### src/hdl/rtbc_pkg.sv
`timescale 1ns / 1ps

package rtbc_pkg;

    typedef enum logic [3:0] {
        S_IDLE,
        S_MUL,
        S_RECIP,
        S_DIV,
        S_SUM,
        S_CHECK,
        S_SCALE,
        S_ADJ,
        S_NORM,
        S_DONE
    } t_state;

    typedef enum logic [2:0] {
        J_MP_PRE,
        J_MP_FIN,
        J_MSRC_US,
        J_PRE_US,
        J_FIN_US,
        J_MCLKS
    } t_job;

    localparam logic [2:0] ST_OK          = 3'd0;
    localparam logic [2:0] ST_FINAL_OFF   = 3'd1;
    localparam logic [2:0] ST_BELOW_MIN   = 3'd2;
    localparam logic [2:0] ST_OVER_BUDGET = 3'd3;
    localparam logic [2:0] ST_ZERO_PERIOD = 3'd4;

    localparam logic [31:0] START_OH  = 32'd1910;
    localparam logic [31:0] END_OH    = 32'd960;
    localparam logic [31:0] MSRC_OH   = 32'd660;
    localparam logic [31:0] TCC_OH    = 32'd590;
    localparam logic [31:0] DSS_OH    = 32'd690;
    localparam logic [31:0] PRE_OH    = 32'd660;
    localparam logic [31:0] FINAL_OH  = 32'd550;

    localparam logic [21:0] MACRO_K        = 22'd3813120;
    localparam logic [31:0] ROUND_K        = 32'd500;
    localparam logic [31:0] NS_PER_US      = 32'd1000;
    // ceil(2^38 / 1000): x / 1000 == (x * RECIP_K) >> 38 for any 32-bit x
    localparam logic [28:0] RECIP_K        = 29'd274877907;
    localparam logic [21:0] MIN_BUDGET_RST = 22'd20000;
    localparam logic [31:0] MANT_HI_MASK   = 32'hFFFFFF00;

endpackage

### src/hdl/ranging_timing_budget_calc_core.sv
`timescale 1ns / 1ps
// Sequence: the accepted inputs pass the multiply and reciprocal steps, the sum
// and the check; when a new code is computed, a radix-2 divide and a normalize follow.
// One item at a time on one shared multiplier and divider; a new start is taken
// the cycle after the strobe.
// The result strobe is high for one cycle only; the receiver cannot stall.
// Reset: synchronous, active low; clears the sequencer, min budget to 20000.

module ranging_timing_budget_calc_core
    import rtbc_pkg::*;
(
    input  logic        i_clk,
    input  logic        i_rst_n,
    input  logic        start,
    output logic        busy,
    input  logic        i_cfg_we,
    input  logic [21:0] i_cfg_wdata,
    input  logic [7:0]  i_sequence_config,
    input  logic [7:0]  i_pre_vcsel_code,
    input  logic [7:0]  i_final_vcsel_code,
    input  logic [7:0]  i_msrc_timeout_code,
    input  logic [15:0] i_pre_timeout_code,
    input  logic [15:0] i_final_timeout_code,
    input  logic [21:0] i_requested_budget_us,
    output logic        o_strobe,
    output logic [31:0] o_current_budget_us,
    output logic [2:0]  o_set_status,
    output logic [15:0] o_new_final_code
);

    function automatic logic [15:0] decode_code(input logic [15:0] code);
        logic [15:0] v;
        v = (code[15:12] == 4'd0) ? ({8'h00, code[7:0]} << code[11:8]) : 16'd0;
        return v + 16'd1;
    endfunction

    function automatic logic [7:0] period_pclks(input logic [7:0] code);
        return {code[6:0] + 7'd1, 1'b0};
    endfunction

    t_state      r_state, n_state;
    t_job        r_job, n_job;
    logic [4:0]  r_cnt, n_cnt;
    logic [21:0] r_min, n_min;
    logic [7:0]  r_seq, n_seq;
    logic [7:0]  r_pre_p, n_pre_p;
    logic [7:0]  r_fin_p, n_fin_p;
    logic [8:0]  r_msrc_mclks, n_msrc_mclks;
    logic [15:0] r_pre_mclks, n_pre_mclks;
    logic [15:0] r_fin_mclks, n_fin_mclks;
    logic [21:0] r_req, n_req;
    logic [19:0] r_mp_pre, n_mp_pre;
    logic [19:0] r_mp_fin, n_mp_fin;
    logic [22:0] r_msrc_us, n_msrc_us;
    logic [22:0] r_pre_us, n_pre_us;
    logic [22:0] r_fin_us, n_fin_us;
    logic [31:0] r_num, n_num;
    logic [31:0] r_rem, n_rem;
    logic [31:0] r_den, n_den;
    logic [31:0] r_base, n_base;
    logic [31:0] r_cur, n_cur;
    logic [2:0]  r_status, n_status;
    logic [15:0] r_code, n_code;
    logic [31:0] r_mant, n_mant;
    logic [4:0]  r_ex, n_ex;

    always_ff @(posedge i_clk) begin
        if (!i_rst_n) begin
            r_state <= S_IDLE;
            r_job   <= J_MP_PRE;
            r_cnt   <= 5'd0;
            r_min   <= MIN_BUDGET_RST;
        end else begin
            r_state <= n_state;
            r_job   <= n_job;
            r_cnt   <= n_cnt;
            r_min   <= n_min;
        end
        r_seq        <= n_seq;
        r_pre_p      <= n_pre_p;
        r_fin_p      <= n_fin_p;
        r_msrc_mclks <= n_msrc_mclks;
        r_pre_mclks  <= n_pre_mclks;
        r_fin_mclks  <= n_fin_mclks;
        r_req        <= n_req;
        r_mp_pre     <= n_mp_pre;
        r_mp_fin     <= n_mp_fin;
        r_msrc_us    <= n_msrc_us;
        r_pre_us     <= n_pre_us;
        r_fin_us     <= n_fin_us;
        r_num        <= n_num;
        r_rem        <= n_rem;
        r_den        <= n_den;
        r_base       <= n_base;
        r_cur        <= n_cur;
        r_status     <= n_status;
        r_code       <= n_code;
        r_mant       <= n_mant;
        r_ex         <= n_ex;
    end

    always_comb begin
        logic [31:0] mul_a;
        logic [28:0] mul_b;
        logic [60:0] prod;
        logic [22:0] recip_q;
        logic [32:0] trial;
        logic [32:0] diff;
        logic        qbit;
        logic [31:0] quo;
        logic [15:0] pre_dec;
        logic [15:0] fin_dec;
        logic [31:0] used;
        logic [31:0] req32;

        n_state      = r_state;
        n_job        = r_job;
        n_cnt        = r_cnt;
        n_min        = r_min;
        n_seq        = r_seq;
        n_pre_p      = r_pre_p;
        n_fin_p      = r_fin_p;
        n_msrc_mclks = r_msrc_mclks;
        n_pre_mclks  = r_pre_mclks;
        n_fin_mclks  = r_fin_mclks;
        n_req        = r_req;
        n_mp_pre     = r_mp_pre;
        n_mp_fin     = r_mp_fin;
        n_msrc_us    = r_msrc_us;
        n_pre_us     = r_pre_us;
        n_fin_us     = r_fin_us;
        n_num        = r_num;
        n_rem        = r_rem;
        n_den        = r_den;
        n_base       = r_base;
        n_cur        = r_cur;
        n_status     = r_status;
        n_code       = r_code;
        n_mant       = r_mant;
        n_ex         = r_ex;

        if (r_state == S_RECIP) begin
            mul_a = r_num;
            mul_b = RECIP_K;
        end else begin
            case (r_job)
                J_MP_PRE: begin
                    mul_a = {24'd0, r_pre_p};
                    mul_b = {7'd0, MACRO_K};
                end
                J_MP_FIN: begin
                    mul_a = {24'd0, r_fin_p};
                    mul_b = {7'd0, MACRO_K};
                end
                J_MSRC_US: begin
                    mul_a = {23'd0, r_msrc_mclks};
                    mul_b = {9'd0, r_mp_pre};
                end
                J_PRE_US: begin
                    mul_a = {16'd0, r_pre_mclks};
                    mul_b = {9'd0, r_mp_pre};
                end
                default: begin
                    mul_a = {16'd0, r_fin_mclks};
                    mul_b = {9'd0, r_mp_fin};
                end
            endcase
        end
        prod    = {29'd0, mul_a} * {32'd0, mul_b};
        recip_q = prod[60:38];

        trial = {r_rem, r_num[31]};
        diff  = trial - {1'b0, r_den};
        qbit  = !diff[32];
        quo   = {r_num[30:0], qbit};

        pre_dec = decode_code(i_pre_timeout_code);
        fin_dec = decode_code(i_final_timeout_code);
        used    = r_base + FINAL_OH;
        req32   = {10'd0, r_req};

        if (i_cfg_we) begin
            n_min = i_cfg_wdata;
        end

        case (r_state)
            S_IDLE: begin
                if (start) begin
                    n_seq        = i_sequence_config;
                    n_pre_p      = period_pclks(i_pre_vcsel_code);
                    n_fin_p      = period_pclks(i_final_vcsel_code);
                    n_msrc_mclks = {1'b0, i_msrc_timeout_code} + 9'd1;
                    n_pre_mclks  = pre_dec;
                    n_fin_mclks  = i_sequence_config[6] ? (fin_dec - pre_dec) : fin_dec;
                    n_req        = i_requested_budget_us;
                    n_job        = J_MP_PRE;
                    n_state      = S_MUL;
                end
            end
            S_MUL: begin
                n_num   = prod[31:0] + ROUND_K;
                n_state = S_RECIP;
            end
            S_RECIP: begin
                case (r_job)
                    J_MP_PRE: begin
                        n_mp_pre = recip_q[19:0];
                        n_job    = J_MP_FIN;
                        n_state  = S_MUL;
                    end
                    J_MP_FIN: begin
                        n_mp_fin = recip_q[19:0];
                        n_job    = J_MSRC_US;
                        n_state  = S_MUL;
                    end
                    J_MSRC_US: begin
                        n_msrc_us = recip_q;
                        n_job     = J_PRE_US;
                        n_state   = S_MUL;
                    end
                    J_PRE_US: begin
                        n_pre_us = recip_q;
                        n_job    = J_FIN_US;
                        n_state  = S_MUL;
                    end
                    default: begin
                        n_fin_us = recip_q;
                        n_base   = START_OH + END_OH;
                        n_cnt    = 5'd0;
                        n_state  = S_SUM;
                    end
                endcase
            end
            S_DIV: begin
                n_rem = qbit ? diff[31:0] : trial[31:0];
                n_num = quo;
                n_cnt = r_cnt + 5'd1;
                if (r_cnt == 5'd31) begin
                    n_cnt   = 5'd0;
                    n_mant  = quo + (r_seq[6] ? {16'd0, r_pre_mclks} : 32'd0);
                    n_state = S_ADJ;
                end
            end
            S_SUM: begin
                n_cnt = r_cnt + 5'd1;
                case (r_cnt[1:0])
                    2'd0: begin
                        if (r_seq[4]) begin
                            n_base = r_base + {9'd0, r_msrc_us} + TCC_OH;
                        end
                    end
                    2'd1: begin
                        if (r_seq[3]) begin
                            n_base = r_base + (({9'd0, r_msrc_us} + DSS_OH) << 1);
                        end else if (r_seq[2]) begin
                            n_base = r_base + {9'd0, r_msrc_us} + MSRC_OH;
                        end
                    end
                    default: begin
                        if (r_seq[6]) begin
                            n_base = r_base + {9'd0, r_pre_us} + PRE_OH;
                        end
                        n_state = S_CHECK;
                    end
                endcase
            end
            S_CHECK: begin
                n_cur  = r_seq[7] ? (used + {9'd0, r_fin_us}) : r_base;
                n_code = 16'd0;
                if (r_req < r_min) begin
                    n_status = ST_BELOW_MIN;
                    n_state  = S_DONE;
                end else if (!r_seq[7]) begin
                    n_status = ST_FINAL_OFF;
                    n_state  = S_DONE;
                end else if (used > req32) begin
                    n_status = ST_OVER_BUDGET;
                    n_state  = S_DONE;
                end else if (r_mp_fin == 20'd0) begin
                    n_status = ST_ZERO_PERIOD;
                    n_state  = S_DONE;
                end else begin
                    n_status = ST_OK;
                    n_num    = req32 - used;
                    n_state  = S_SCALE;
                end
            end
            S_SCALE: begin
                n_num   = (r_num << 10) - (r_num << 4) - (r_num << 3)
                          + {13'd0, r_mp_fin[19:1]};
                n_den   = {12'd0, r_mp_fin};
                n_rem   = 32'd0;
                n_cnt   = 5'd0;
                n_job   = J_MCLKS;
                n_state = S_DIV;
            end
            S_ADJ: begin
                if (r_mant == 32'd0) begin
                    n_code  = 16'd0;
                    n_state = S_DONE;
                end else begin
                    n_mant  = r_mant - 32'd1;
                    n_ex    = 5'd0;
                    n_state = S_NORM;
                end
            end
            S_NORM: begin
                if ((r_mant & MANT_HI_MASK) != 32'd0) begin
                    n_mant = r_mant >> 1;
                    n_ex   = r_ex + 5'd1;
                end else begin
                    n_code  = {3'd0, r_ex, r_mant[7:0]};
                    n_state = S_DONE;
                end
            end
            S_DONE: begin
                n_state = S_IDLE;
            end
            default: begin
                n_state = S_IDLE;
            end
        endcase
    end

    assign busy                = (r_state != S_IDLE);
    assign o_strobe            = (r_state == S_DONE);
    assign o_current_budget_us = r_cur;
    assign o_set_status        = r_status;
    assign o_new_final_code    = r_code;

endmodule

### config.mk
export PLATFORM = sky130hd
export DESIGN_NAME = ranging_timing_budget_calc_core
export DESIGN_NICKNAME = d
export VERILOG_FILES = /design/src/hdl/rtbc_pkg.sv /design/src/hdl/ranging_timing_budget_calc_core.sv
export SDC_FILE = /design/constraint.sdc
export NUM_CORES = 2
export LEC_CHECK = 0
export BUFFER_PORTS_ARGS = -buffer_cell sky130_fd_sc_hd__buf_4
export CORE_ASPECT_RATIO = 1.25
export CORE_MARGIN = 4
export CORE_UTILIZATION = 45
export DETAILED_ROUTE_END_ITERATION = 7
export PLACE_DENSITY_LB_ADDON = 0.3
export SYNTH_ARGS = -nofsm -noshare
export SYNTH_HDL_FRONTEND = slang
export SYNTH_SLANG_ARGS = --single-unit
export TNS_END_PERCENT = 30
### constraint.sdc
create_clock -name i_clk -period 12.2 [get_ports i_clk]
set_clock_uncertainty 0.2 [all_clocks]
set_input_delay 0.61 -clock i_clk [delete_from_list [all_inputs] [get_ports i_clk]]
set_output_delay 0.61 -clock i_clk [all_outputs]
set_load 0.01 [all_outputs]
==> flow_metrics.env <==
export IMPL_status="finished, final reports clean"
export IMPL_grt_use_total_pct=28.4
export IMPL_rsz0062_at_grt="false"
export IMPL_cts_root_buf="clkbuf_16"
export IMPL_avgSynthCellArea_um2=9.29
export IMPL_die_area_um2=137000
export IMPL_rrSetupSlack_ns=1.16
export IMPL_num_vias=48300
export IMPL_hold_depth=3
export IMPL_crit_top_cell="fa_1"
export IMPL_seq_area_frac_synth_pct=21.1
export IMPL_viasPerCell=5.69
export IMPL_drt_pass1_iter_count=6
export IMPL_clk_pin_slew_ns=0.06
export IMPL_hp_start="i_cfg_wdata[9]"
export IMPL_hold_path_end="r_min[9]"
export IMPL_yosysTopAreaCellShare_pct=23.5
export IMPL_synth_most_common_cell="inv_1"
export IMPL_drv_cap=0
export IMPL_ys_ff_latch=426
export IMPL_drc_errors=0
export IMPL_hold_path_class="in -> reg"
export IMPL_postCtsSetupRepairBufs=0
export IMPL_grt_ovfl_total=0
export IMPL_ys_warn_count=0
export IMPL_critical_path_class="reg -> reg"
export IMPL_fmax_mhz=90.5
export IMPL_cts_htree_levels=2
export IMPL_synthesis_area_um2=59100
export IMPL_synthFlopType="edfxtp_1"
export IMPL_routabilityCongestion=1.02
export IMPL_slew_headroom_pct=4.33
export IMPL_synth_edf_count=392
export IMPL_r2r_start="r_state[1]"
export IMPL_end_kind="flop"
export IMPL_grt_max_degree=79
export IMPL_nets=8095
export IMPL_syn_to_final_growth_pct=10.5
export IMPL_antenna_found_initial=14
export IMPL_die_h_um=413
export IMPL_reg2reg_depth=30
export IMPL_final_min_clock_period_ns=11.04
export IMPL_crit_fanout=37
export IMPL_slowest_delay_ns=1.25
export IMPL_first_iter_violations=4044
export IMPL_wl_per_cell_um=23.2
export IMPL_grt_pass1_vias=49000
export IMPL_async_flop_share_pct=0
export IMPL_startpoint_type="flop"
export IMPL_drive_above_1_share_pct=7.26
export IMPL_setup_tns_ns=0
export IMPL_final_setup_viol_count=0
export IMPL_wl_um=197000
export IMPL_slew_violations=0
export IMPL_final_util_pct=50.1
export IMPL_fp_dieW_um=332
export IMPL_drt_antenna_violating_nets=0
export IMPL_std_cell_rows=148
export IMPL_worst_slew_pin_slew_ns=1.42
export IMPL_netlist_top_cells_count="inv_1 (1,105), fa_1 (695), ha_1 (567)"
export IMPL_syn_inst=6359
export IMPL_post_cts_resized=0
export IMPL_cts_buffers=50
export IMPL_crit_slowest_cell="o21ai_0"
export IMPL_initial_core_util_pct=45.3
export IMPL_post_dp_hpwl_um=162000
export IMPL_core_um2=130000
export IMPL_grt_first_pass_wirelength_um=296000
export IMPL_cts_path_max_buffers=3
export IMPL_clk_latency_ns=0.63
export IMPL_cts_tree="done"
export IMPL_worstPathArrival_ns=11.31
export IMPL_port_buffers=156
export IMPL_r2r_end="r_fin_us[16]"
export IMPL_worstPathRequired_ns=12.47
export IMPL_synth_cell_types=108
export IMPL_io_pins=165
export IMPL_hold_viol=0
export IMPL_fin_crit_sh_pct=90.5
export IMPL_synth_top_area_cell="fa_1"
export IMPL_synth_area_leaders="fa_1 (24%), edfxtp_1 (20%), ha_1 (12%)"
export IMPL_cts_sinks=426
## cells in the final DEF, fill, tap and decap left out, types with 26 or more instances in the layout
cell type,instances
dfxtp_1,33
nand3_1,116
conb_1,188
nor4_1,34
o21ai_0,211
fa_1,695
and3_1,61
xor2_1,134
a21oi_1,280
o211ai_1,41
nor2b_1,70
mux2i_1,51
dlygate4sd3_1,28
inv_1,1102
a21o_1,134
nand2b_1,63
nand4_1,53
a211oi_1,39
or2_2,26
edfxtp_1,392
buf_4,260
nand2_1,515
o21a_1,57
or3_1,30
nor3_1,86
ha_1,566
nor2_1,504
a22oi_1,45
and2_1,56
a31oi_1,30
mux2_2,39
clkbuf_16,52
xnor2_1,277
## state kept, by name (all words and copies together), names as in the netlist, 22 cells and up
name	count
o_current_budget_us	32
r_base	32
r_fin_us	23
r_mant	32
r_min	22
r_msrc_us	23
r_num	32
r_pre_us	23
r_rem	32
r_req	22
## repair_timing
| item | CTS | global route |
|---|---|---|
| endpoints found under the setup margin | 0 | 0 |
| endpoints found under the hold margin | 28 | 0 |
| hold buffers | 28 | 0 |
## final cells by class
class	instances	area, um^2
Tap cell	1725	2160
Clock buffer	63	1370
Timing Repair Buffer	288	2230
Sequential cell	426	12500
Clock inverter	28	274
Multi-Input combinational cell	4844	42700
Fill cell	12300	65000
Inverter	1111	4170
Antenna cell	3	7.51
## through the flow
stage	instance area, um^2	worst slack (ns)	hold WS, ns	instances
global route	65300	0.886	0.0124	8486
finish	65300	1.16	0.0315	8488
CTS	65300	1.38	0.00170	8485
floorplan	59800	3.03	0.248	6545
detailed placement	63400	1.41	0.265	8366
global placement	63400	1.52	0.255	8366
## cells by family (layout without fill, tap and decap cells)
kind of cell / count (synthesis) / count (layout) / share of synthesized area, %
fa+ha+maj: 1262 / 1262 / 35.5
mux: 97 / 97 / 1.87
simple gates: 1714 / 1714 / 13.8
xor+xnor: 423 / 423 / 6.29
flops: 426 / 426 / 21.1
other cells: 2 / 191 / 0.0127
buf+inv: 1275 / 1490 / 8.14
compound gates: 1160 / 1160 / 13.3
## critical path, delay by kind of cell (launching register included)
family | cells | cell delay [ns]
buffers and inverters | 7 | 0.64
adders and majority gates | 9 | 4.33
AOI/OAI and AO/OA | 6 | 2.75
and+or+nand+nor | 7 | 2.18
xor gates and xnor gates | 1 | 0.22
DFF | 1 | 0.54
## layer usage
metal | part of all wire [%] | GRT usage (%) | up-vias
met1 | 38 | 35.2 | 23800
met4 | 7.7 | 17.7 | 4
met3 | 7.4 | 3.76 | 574
li1 | - | - | 21900
met5 | 0.014 | 0 | -
met2 | 47 | 47.3 | 1951
## worst max path at each step
stage                               to        from  slack [ns]
after detailed placement  r_pre_us[20]  r_state[1]        1.41
after floorplan           r_fin_us[16]  r_state[1]        3.03
after global routing      r_pre_us[20]  r_state[0]        0.89
final                     r_fin_us[16]  r_state[1]        1.16
after CTS                 r_pre_us[20]  r_state[1]        1.38
after global placement    r_mp_fin[16]  r_state[0]        1.52
Power is not shown: default switching activity piles up to over one toggle a cycle in this logic, so the estimate is an artifact.
